===== config.mk =====
export PLATFORM = sky130hd
export DESIGN_NAME = data_run_list_decoder_top
export DESIGN_NICKNAME = d
export VERILOG_FILES = /design/src/rtl/drld_pkg.sv /design/src/rtl/drld_decode.sv /design/src/rtl/data_run_list_decoder_top.sv
export SDC_FILE = /design/constraint.sdc
export NUM_CORES = 1
export LEC_CHECK = 0
export ABC_CLOCK_PERIOD_IN_PS = 8400
export BUFFER_PORTS_ARGS = -buffer_cell sky130_fd_sc_hd__buf_2
export CAP_MARGIN = 15
export CORE_MARGIN = 2
export CORE_UTILIZATION = 55
export CTS_CLUSTER_DIAMETER = 60
export DETAILED_ROUTE_END_ITERATION = 16
export MAX_ROUTING_LAYER = met4
export PLACE_DENSITY = 0.84
export RECOVER_POWER = 25
export SETUP_SLACK_MARGIN = 0.3
export SYNTH_ARGS = -nofsm -noshare
export SYNTH_HDL_FRONTEND = slang
export SYNTH_SLANG_ARGS = --single-unit

===== constraint.sdc =====
create_clock -name aclk -period 8.4 [get_ports aclk]
set_input_delay 0.84 -clock aclk [delete_from_list [all_inputs] [get_ports aclk]]
set_output_delay 0.84 -clock aclk [all_outputs]
set_load 0.01 [all_outputs]

===== src/rtl/drld_pkg.sv =====
`timescale 1ns / 1ps
// drld_pkg: shared constants and result type for the data-run list decoder
// no dependencies; used by drld_decode and data_run_list_decoder_top

package drld_pkg;

    // width in which the running start cluster wraps
    localparam int unsigned CLUSTER_WIDTH = 64;

    // byte and field sizes
    localparam int unsigned BYTE_W   = 8;
    localparam int unsigned FIELD_W  = 64;
    localparam int unsigned NIBBLE_W = 4;
    localparam int unsigned MAX_FIELD_BYTES = FIELD_W / BYTE_W;

    typedef struct packed {
        logic [FIELD_W-1:0] run_base;
        logic [FIELD_W-1:0] run_len;
        logic               list_end;
    } drld_result_t;

endpackage


===== src/rtl/drld_decode.sv =====
`timescale 1ns / 1ps
// drld_decode: run-list state machine, field gather, offset add and result register
// depends on drld_pkg

module drld_decode (
    input  logic                  aclk,
    input  logic                  aresetn,
    input  logic                  item_valid,
    input  logic [7:0]            item_byte,
    input  logic                  item_start,
    input  logic                  m_ready,
    output logic                  item_take,
    output logic                  m_valid,
    output drld_pkg::drld_result_t m_result
);

    typedef enum logic [1:0] {
        PH_HEADER,
        PH_COUNT,
        PH_OFFSET,
        PH_IDLE
    } phase_t;

    localparam int unsigned CW = drld_pkg::CLUSTER_WIDTH;
    localparam int unsigned FW = drld_pkg::FIELD_W;
    localparam int unsigned NW = drld_pkg::NIBBLE_W;

    phase_t                 phase_reg, phase_next;
    logic [NW-1:0]          count_bytes_reg, count_bytes_next;
    logic [NW-1:0]          offset_bytes_reg, offset_bytes_next;
    logic [NW-1:0]          byte_index_reg, byte_index_next;
    logic [FW-1:0]          count_accum_reg, count_accum_next;
    logic [FW-1:0]          offset_accum_reg, offset_accum_next;
    logic [CW-1:0]          prev_cluster_reg, prev_cluster_next;
    logic                   m_valid_reg, m_valid_next;
    drld_pkg::drld_result_t result_reg, result_next;

    logic                   out_free;
    logic                   emit;
    phase_t                 phase_eff;
    logic [CW-1:0]          prev_eff;
    logic [NW-1:0]          index_inc;
    logic [FW-1:0]          offset_merged;
    logic [FW-1:0]          delta;
    logic [CW-1:0]          sum;

    // the result register is free when empty or being drained
    assign out_free  = !m_valid_reg || m_ready;
    assign item_take = item_valid && out_free;

    // new list start clears the running cluster and forces a header
    assign phase_eff = item_start ? PH_HEADER : phase_reg;
    assign prev_eff  = item_start ? '0 : prev_cluster_reg;
    assign index_inc = byte_index_reg + 1'b1;

    // offset with the current byte merged in, bytes past the eighth dropped
    always_comb begin
        offset_merged = offset_accum_reg;
        if (!byte_index_reg[NW-1]) begin
            offset_merged[8*byte_index_reg[NW-2:0] +: 8] = item_byte;
        end
    end

    // sign-extend the offset from its top gathered byte
    always_comb begin
        case (offset_bytes_reg)
            4'd1:    delta = FW'(signed'(offset_merged[7:0]));
            4'd2:    delta = FW'(signed'(offset_merged[15:0]));
            4'd3:    delta = FW'(signed'(offset_merged[23:0]));
            4'd4:    delta = FW'(signed'(offset_merged[31:0]));
            4'd5:    delta = FW'(signed'(offset_merged[39:0]));
            4'd6:    delta = FW'(signed'(offset_merged[47:0]));
            4'd7:    delta = FW'(signed'(offset_merged[55:0]));
            default: delta = offset_merged;
        endcase
    end

    // running start cluster, wraps at the cluster width
    assign sum = prev_eff + delta[CW-1:0];

    // next-state and result decode
    always_comb begin
        phase_next        = phase_eff;
        count_bytes_next  = count_bytes_reg;
        offset_bytes_next = offset_bytes_reg;
        byte_index_next   = byte_index_reg;
        count_accum_next  = count_accum_reg;
        offset_accum_next = offset_accum_reg;
        prev_cluster_next = prev_eff;
        emit              = 1'b0;
        result_next       = result_reg;

        unique case (phase_eff)
            PH_HEADER: begin
                count_bytes_next  = item_byte[3:0];
                offset_bytes_next = item_byte[7:4];
                byte_index_next   = '0;
                count_accum_next  = '0;
                offset_accum_next = '0;
                if (item_byte[3:0] == '0 || item_byte[7:4] == '0) begin
                    phase_next           = PH_IDLE;
                    emit                 = 1'b1;
                    result_next.run_base = '0;
                    result_next.run_len  = '0;
                    result_next.list_end = 1'b1;
                end else begin
                    phase_next = PH_COUNT;
                end
            end
            PH_COUNT: begin
                if (!byte_index_reg[NW-1]) begin
                    count_accum_next[8*byte_index_reg[NW-2:0] +: 8] = item_byte;
                end
                byte_index_next = index_inc;
                if (index_inc >= count_bytes_reg) begin
                    byte_index_next = '0;
                    phase_next      = PH_OFFSET;
                end
            end
            PH_OFFSET: begin
                offset_accum_next = offset_merged;
                byte_index_next   = index_inc;
                if (index_inc >= offset_bytes_reg) begin
                    prev_cluster_next    = sum;
                    byte_index_next      = '0;
                    phase_next           = PH_HEADER;
                    emit                 = 1'b1;
                    result_next.run_base = FW'(signed'(sum));
                    result_next.run_len  = FW'(count_accum_reg[CW-1:0]);
                    result_next.list_end = 1'b0;
                end
            end
            PH_IDLE: begin
                phase_next = PH_IDLE;
            end
        endcase

        if (item_take && emit) begin
            m_valid_next = 1'b1;
        end else if (m_ready) begin
            m_valid_next = 1'b0;
        end else begin
            m_valid_next = m_valid_reg;
        end
    end

    // state and result registers
    always_ff @(posedge aclk) begin
        if (!aresetn) begin
            phase_reg        <= PH_HEADER;
            count_bytes_reg  <= '0;
            offset_bytes_reg <= '0;
            byte_index_reg   <= '0;
            count_accum_reg  <= '0;
            offset_accum_reg <= '0;
            prev_cluster_reg <= '0;
            m_valid_reg      <= 1'b0;
        end else begin
            m_valid_reg <= m_valid_next;
            if (item_take) begin
                phase_reg        <= phase_next;
                count_bytes_reg  <= count_bytes_next;
                offset_bytes_reg <= offset_bytes_next;
                byte_index_reg   <= byte_index_next;
                count_accum_reg  <= count_accum_next;
                offset_accum_reg <= offset_accum_next;
                prev_cluster_reg <= prev_cluster_next;
            end
        end
        if (item_take && emit) begin
            result_reg <= result_next;
        end
    end

    assign m_valid  = m_valid_reg;
    assign m_result = result_reg;

endmodule


===== src/rtl/data_run_list_decoder_top.sv =====
`timescale 1ns / 1ps
// data_run_list_decoder_top: input register plus run-list decode stage
// result path: a run's last byte is held in the input register, then its result in the decode result register
// throughput: one list byte per cycle; a request stalls only while the result waits
// reset: synchronous active-low aresetn empties both registers and returns to header
// depends on drld_pkg and drld_decode

module data_run_list_decoder_top (
    input  logic        aclk,
    input  logic        aresetn,
    input  logic        s_valid,
    output logic        s_ready,
    input  logic [7:0]  s_list_byte,
    input  logic        s_list_start,
    output logic        m_valid,
    input  logic        m_ready,
    output logic [63:0] m_run_start_cluster,
    output logic [63:0] m_run_cluster_count,
    output logic        m_list_end
);

    logic                   in_valid_reg;
    logic [7:0]             in_byte_reg;
    logic                   in_start_reg;
    logic                   item_take;
    drld_pkg::drld_result_t result;

    assign s_ready = !in_valid_reg || item_take;

    // input register
    always_ff @(posedge aclk) begin
        if (!aresetn) begin
            in_valid_reg <= 1'b0;
        end else if (s_valid && s_ready) begin
            in_valid_reg <= 1'b1;
        end else if (item_take) begin
            in_valid_reg <= 1'b0;
        end
        if (s_valid && s_ready) begin
            in_byte_reg  <= s_list_byte;
            in_start_reg <= s_list_start;
        end
    end

    drld_decode u_decode (
        .aclk       (aclk),
        .aresetn    (aresetn),
        .item_valid (in_valid_reg),
        .item_byte  (in_byte_reg),
        .item_start (in_start_reg),
        .m_ready    (m_ready),
        .item_take  (item_take),
        .m_valid    (m_valid),
        .m_result   (result)
    );

    assign m_run_start_cluster = result.run_base;
    assign m_run_cluster_count = result.run_len;
    assign m_list_end          = result.list_end;

endmodule


Word level (Yosys, flattened, before mapping)
Index checks and enable logic that the tools add are counted.
- bits in registers: 346
- logic and storage cells: 83
- add/subtract/negate cells: 3
- $lt $le $gt $ge: 2
- eq/ne operators: 13
- shift operators: 2
- multiplexer cells: 28
- reductions and logical operators: 21
- operators with widths (cell ; count):
    $pmux 64 s7 ; 1
    $mux 64 ; 5
    $mux 129 ; 2
    $pmux 129 s2 ; 1
    $pmux 64 s2 ; 2
    $bwmux 64 ; 2
    $add 64x64->64 ; 1
    $shift 8x34->64 const A ; 1
    $shiftx 8x34->64 ; 1
    $neg 6->34 ; 1
    $eq 4x3->1 const B ; 4
    $pmux 4 s3 ; 1
    $eq 4x2->1 const B ; 2
    $ge 4x4->1 ; 2
    $logic_not 4->1 ; 2
    $mux 2 ; 4
    $mux 4 ; 2
    $pmux 2 s4 ; 1
    $reduce_bool 2->1 ; 4
    $mux 1 ; 6
    $reduce_and 2->1 ; 3
    $add 4x1->4 const B ; 1
    $eq 2x2->1 const B ; 2
    $eq 4x1->1 const B ; 1
    other kinds (11) ; 17

Logic depth before layout (Yosys ltp)
- word-level depth: 8
- depth in mapped cells: 25
- mapped depth without buffers: 20

Hierarchy
A second synthesis with hierarchy kept.
- cell total of the unflattened synthesis: 1914
- area total of the unflattened synthesis: 18512.8 um2
- modules (own cells, without submodules) (module ; instances ; cells each ; area each (um2) ; sequential area each (um2)):
    drld_decode ; 1 ; 1900 ; 18184.9 ; 8017.7
    data_run_list_decoder_top ; 1 ; 14 ; 327.8 ; 290.3

Worst setup path after synthesis
Ideal clock, no wire load.
- kind: reg2reg
- start point: reg u_decode.byte_index_reg[0]
- end point: reg u_decode.result_reg, in the netlist u_decode.m_result[0], enable pin
- library setup time: 622 ps
- arrival time: 7646 ps
- data required time: 7778 ps
- path slack: 132 ps
- cell stages (with the launch flop): 12
- buffers on the path: 2
- clock period less this slack: 8268 ps
- cells stage by stage: dfxtp_1 -> clkbuf_1 -> clkbuf_1 -> inv_1 -> ha_1 -> ha_1 -> a21o_1 -> a21o_1 -> a21oi_1 -> nor2_1 -> o21ai_0 -> nor2_1
- cells in the longest elaborated chain, start to end: 6
- RTL lines (element ; line ; text):
    start, declared ; drld_decode.sv:31 ; logic [NW-1:0] byte_index_reg, byte_index_next;
    start signal, assigned ; drld_decode.sv:164 ; byte_index_reg <= byte_index_next;
    $add 4x1->4 * ; drld_decode.sv:54 ; assign index_inc = byte_index_reg + 1'b1;
    $ge 4x4->1 * ; drld_decode.sv:123 ; if (index_inc >= offset_bytes_reg) begin
    $mux 1 ; drld_decode.sv:123 ;
    $pmux 1 s2 ; drld_decode.sv:93 ; unique case (phase_eff)
    $logic_and 1x1->1 ; drld_decode.sv:170 ; if (item_take && emit) begin
    $reduce_and 4->1 (no source line) * ; n/a ;
    end signal, assigned ; drld_decode.sv:171 ; result_reg <= result_next;
    end, declared ; drld_decode.sv:36 ; drld_pkg::drld_result_t result_reg, result_next;
Mark *: on every way between the ends. The rest lies on a longest branch, timed or not.
A chain may end at the register's enable or synchronous reset.

Worst setup path in the final report
- start point: reg u_decode.byte_index_reg[1]
- end point: reg u_decode.result_reg, in the netlist u_decode.m_result[127], data pin
- cells in the longest elaborated chain, start to end: 8
- RTL lines (element ; line ; text):
    $neg 6->34 * ; drld_decode.sv:60 ; offset_merged[8*byte_index_reg[NW-2:0] +: 8] = item_byte;
    $shiftx 8x34->64 / $shift 8x34->64 (equally long branches) ; drld_decode.sv:60 ;
    $bwmux 64 * ; drld_decode.sv:60 ;
    $mux 64 * ; drld_decode.sv:59 ; if (!byte_index_reg[NW-1]) begin
    $pmux 64 s7 * ; drld_decode.sv:66 ; case (offset_bytes_reg)
    $add 64x64->64 * ; drld_decode.sv:79 ; assign sum = prev_eff + delta[CW-1:0];
    $mux 129 * ; drld_decode.sv:123 ;
    $pmux 129 s2 * ; drld_decode.sv:93 ;
Mark *: on every way between the ends. The rest lies on a longest branch, timed or not. The select of a mux whose other input is x is not followed.

==> impl_metrics.env <==
export IMPL_clkSlewWorstSetupHoldPaths_ns=0.07
export IMPL_postSynth_asyncResetShare_pct=0
export IMPL_grt_start_max_net_pins=130
export IMPL_area_delta_synth_final_pct=12.0
export IMPL_final_antenna_net_count=0
export IMPL_cts_tree="yes"
export IMPL_run_status="finished with violations"
export IMPL_setup_ws_ns=1.78
export IMPL_synth_seq_area_share_pct=45.6
export IMPL_crit_arrival_ns=6.90
export IMPL_timing_final_crit_period_ns=6.62
export IMPL_pre_cts_ws_ns=1.98
export IMPL_synth_fp_nets=2035
export IMPL_layout_commonest_cell="nor2_1"
export IMPL_drc_errors=0
export IMPL_setup_violations=0
export IMPL_regToRegEndpoint="u_decode.m_result[127]"
export IMPL_effective_utilization_at_floorplan_pct=55.9
export IMPL_grt_first_pass_wirelength_um=80300
export IMPL_intPower_mw=2.88
export IMPL_detailedRoute_firstPassIterationCount=6
export IMPL_routed_wirelength_um=51700
export IMPL_cap_viol_max_count=1
export IMPL_number_of_sinks_on_the_clock_net=346
export IMPL_top_level_ports=144
export IMPL_timing_max_slew_rel_slack_pct=-136
export IMPL_area_of_the_core_um2=32600
export IMPL_num_fill_cells=2782
export IMPL_fin_nets=2115
export IMPL_layout_common_cells="nor2_1 (248), dfxtp_1 (208), edfxtp_1 (138), clkbuf_1 (135), nand2_1 (126)"
export IMPL_synthesis_yosys_warnings=0
export IMPL_wire_per_inst_um=20.7
export IMPL_place_port_buffers=143
export IMPL_num_vias=15600
export IMPL_insertion_delay_ns=0.54
export IMPL_dp_hpwl_um=34700
export IMPL_period_share_pct=78.8
export IMPL_path_max_fanout=22
export IMPL_clock_tree_root_cell="clkbuf_16"
export IMPL_most_used_flip_flop_cell_after_synthesis="dfxtp_1"
export IMPL_power_density_nw_per_um2=183
export IMPL_post_cts_repair_setup_buffers=0
export IMPL_number_of_h_tree_levels=2
export IMPL_grt_overflow_total=0
export IMPL_cts_buffers=37
export IMPL_r2r_cells=19
export IMPL_sequential_share_of_power_pct=46.9
export IMPL_holdBufCountCts=0
export IMPL_switchingPower_uw=852
export IMPL_static_leakage_power_nw=8.16
export IMPL_switching_share_pct=22.9
export IMPL_yosysUniqueCellTypes=84
export IMPL_largest_reg_flops=129
export IMPL_detailedRoute_firstIterationViolations=1682
export IMPL_die_h_um=186
export IMPL_core_rowCount=66
export IMPL_share_comb_of_total_power_pct=5.1
export IMPL_number_of_global_route_vias_before_repair=14900
export IMPL_holdCritStartpoint="u_decode.prev_cluster_reg[63]"
export IMPL_violations="max-capacitance violations, max-slew violations"
export IMPL_synth_edf_count=138
export IMPL_timing_worst_setup_path_type="flop to flop"
export IMPL_report_final_slew_viol_count=69
export IMPL_number_of_instances_in_the_synthesized_netlist=1942
export IMPL_totalNegativeSetupSlack_ns=0
export IMPL_worst_ir_drop_vdd_mv=0.148
export IMPL_drive_above_1_share_pct=6.53
export IMPL_reg_to_reg_startpoint="u_decode.byte_index_reg[1]"
export IMPL_final_gp_congestion=0.987
export IMPL_die_area_um2=34600
export IMPL_worstSetupStartpointType="flop"
export IMPL_final_setup_skew_ns=0.0240
export IMPL_maxClockFrequency_mhz=151
export IMPL_synth_area_um2=18200
export IMPL_rsz_0062_raised_after_global_routing="false"
export IMPL_cp_data_required_time_ns=8.68
export IMPL_timing_hold_violations_final=0
export IMPL_min_path_type="flop to flop"
export IMPL_placed_cell_area_um2=19200
export IMPL_worstSetupEndpointType="flop"
export IMPL_postCtsResizedCells=0
export IMPL_hold_path_endpoint="u_decode.prev_cluster_reg[63]"
export IMPL_grt_total_usage_pct=30.4
export IMPL_setup_reg_to_reg_worst_slack_ns=1.78
export IMPL_dieWidth_um=186
export IMPL_grt_antenna_before_repair=0
export IMPL_synth_seq_cells=346
export IMPL_hold_depth=2
export IMPL_clock_power_share_pct=48.0
export IMPL_worst_slew_pin_slew_ns=3.54
export IMPL_mean_instance_size_in_the_synthesized_netlist_um2=9.38
export IMPL_max_clock_path_buffers=3
export IMPL_antennaDiodeCount=0
export IMPL_postLayoutCellArea_um2=20400
export IMPL_drt_vias_per_instance=6.26
## per-layer routing
layer	GRT usage [%]	wire length, µm
met1	39.1	22000
met2	48.3	24000
met3	4.85	3760
met4	11.9	1940
met5	-	0
## cells by family (layout without fill, tap and decap cells)
kind of cell	after synthesis	in the layout	synth area share, %
buf+inv	156	265	3.41
fa+ha+maj	80	80	5.53
xor+xnor	58	58	2.86
compound gates	532	532	20.3
simple gates	724	724	19.7
mux	46	46	2.60
flops	346	346	45.6
## worst max path at each step
stage / start / depth (start not counted) / to
finish: u_decode.byte_index_reg[1] / 19 / u_decode.m_result[127]
floorplan: u_decode.byte_index_reg[0] / 23 / u_decode.m_result[125]
detailed placement: u_decode.byte_index_reg[1] / 20 / u_decode.m_result[127]
global route: u_decode.byte_index_reg[1] / 19 / u_decode.m_result[127]
global placement: u_decode.byte_index_reg[1] / 21 / u_decode.m_result[125]
CTS: u_decode.byte_index_reg[1] / 20 / u_decode.m_result[127]
## stage by stage
step                util, %  cells  power (mW)  hold slack [ns]
finish                 62.6   2493        3.73            0.461
floorplan                 -   1942        1.91            0.417
global route           62.6   2493        3.83            0.464
detailed placement     58.9   2425        1.97            0.445
CTS                    63.1   2493        3.74            0.458
global placement       58.9   2425        1.96            0.433
## power by group through the flow
stage / combinational, mW / clock (mW) / sequential, mW
after detailed placement: 0.184 / 0 / 1.78
after CTS: 0.185 / 1.81 / 1.75
final: 0.189 / 1.79 / 1.75
after global routing: 0.204 / 1.88 / 1.75
after floorplan: 0.129 / 0 / 1.78
after global placement: 0.181 / 0 / 1.78
## layout make-up
class                           instances  area [µm²]  share of cell area, %
Sequential cell                       346        8310                   40.7
Clock inverter                         27         390                   1.91
Clock buffer                           41         962                   4.71
Tap cell                              442         553                   2.71
Timing Repair Buffer                  165         726                   3.56
Multi-Input combinational cell       1440        9350                   45.8
Inverter                               32         123                  0.601
## critical path: stages, from the launching register on
cell and delay, ns:
dfxtp_1 0.39, inv_1 0.07, ha_1 0.52, or2_1 0.39
nor4_4 0.59, mux2_4 0.38, a2bb2oi_1 0.14, buf_4 0.17
nor3b_1 0.63, o21ai_0 0.30, ha_1 0.51, nand2_1 0.12
o21ai_0 0.34, nor3_1 0.15, a211oi_1 0.24, o211ai_1 0.23
a2111oi_2 0.62, o221ai_1 0.24, xnor2_1 0.18, and2_1 0.15
## synth_stat cells (4+ instances only)
| library cell | number | area share (%) |
|---|---|---|
| nand2_1 | 126 | 2.6 |
| o21ai_1 | 11 | 0.30 |
| a21o_1 | 42 | 1.7 |
| nand3_1 | 29 | 0.80 |
| ha_1 | 79 | 5.4 |
| nor3b_1 | 4 | 0.16 |
| a211oi_1 | 10 | 0.41 |
| o21ai_0 | 86 | 2.4 |
| mux2i_1 | 38 | 2.1 |
| and2_1 | 119 | 4.1 |
| a21oi_1 | 110 | 3.0 |
| nor3_1 | 25 | 0.69 |
| edfxtp_1 | 138 | 23 |
| a31oi_1 | 17 | 0.58 |
| a21boi_1 | 4 | 0.16 |
| a22oi_1 | 113 | 4.7 |
| o31ai_1 | 6 | 0.25 |
| nor2b_1 | 77 | 2.6 |
| o21a_1 | 9 | 0.37 |
| and4_1 | 4 | 0.19 |
| nor2_1 | 249 | 5.1 |
| nand4_1 | 18 | 0.62 |
| dfxtp_1 | 208 | 23 |
| mux2_2 | 7 | 0.43 |
| o211ai_1 | 7 | 0.29 |
| a22o_1 | 22 | 1.1 |
| buf_1 | 13 | 0.27 |
| and3_1 | 20 | 0.69 |
| nand2b_1 | 16 | 0.55 |
| inv_1 | 30 | 0.62 |
| nor4_1 | 11 | 0.38 |
| a211o_1 | 5 | 0.24 |
| a2bb2oi_1 | 4 | 0.19 |
| a32oi_1 | 45 | 2.2 |
| or3_1 | 4 | 0.14 |
| clkbuf_1 | 92 | 1.9 |
| o21bai_1 | 7 | 0.29 |
| buf_2 | 15 | 0.41 |
| xnor2_1 | 36 | 1.7 |
| xor2_1 | 21 | 1.0 |
(Power assumes the default switching activity.)
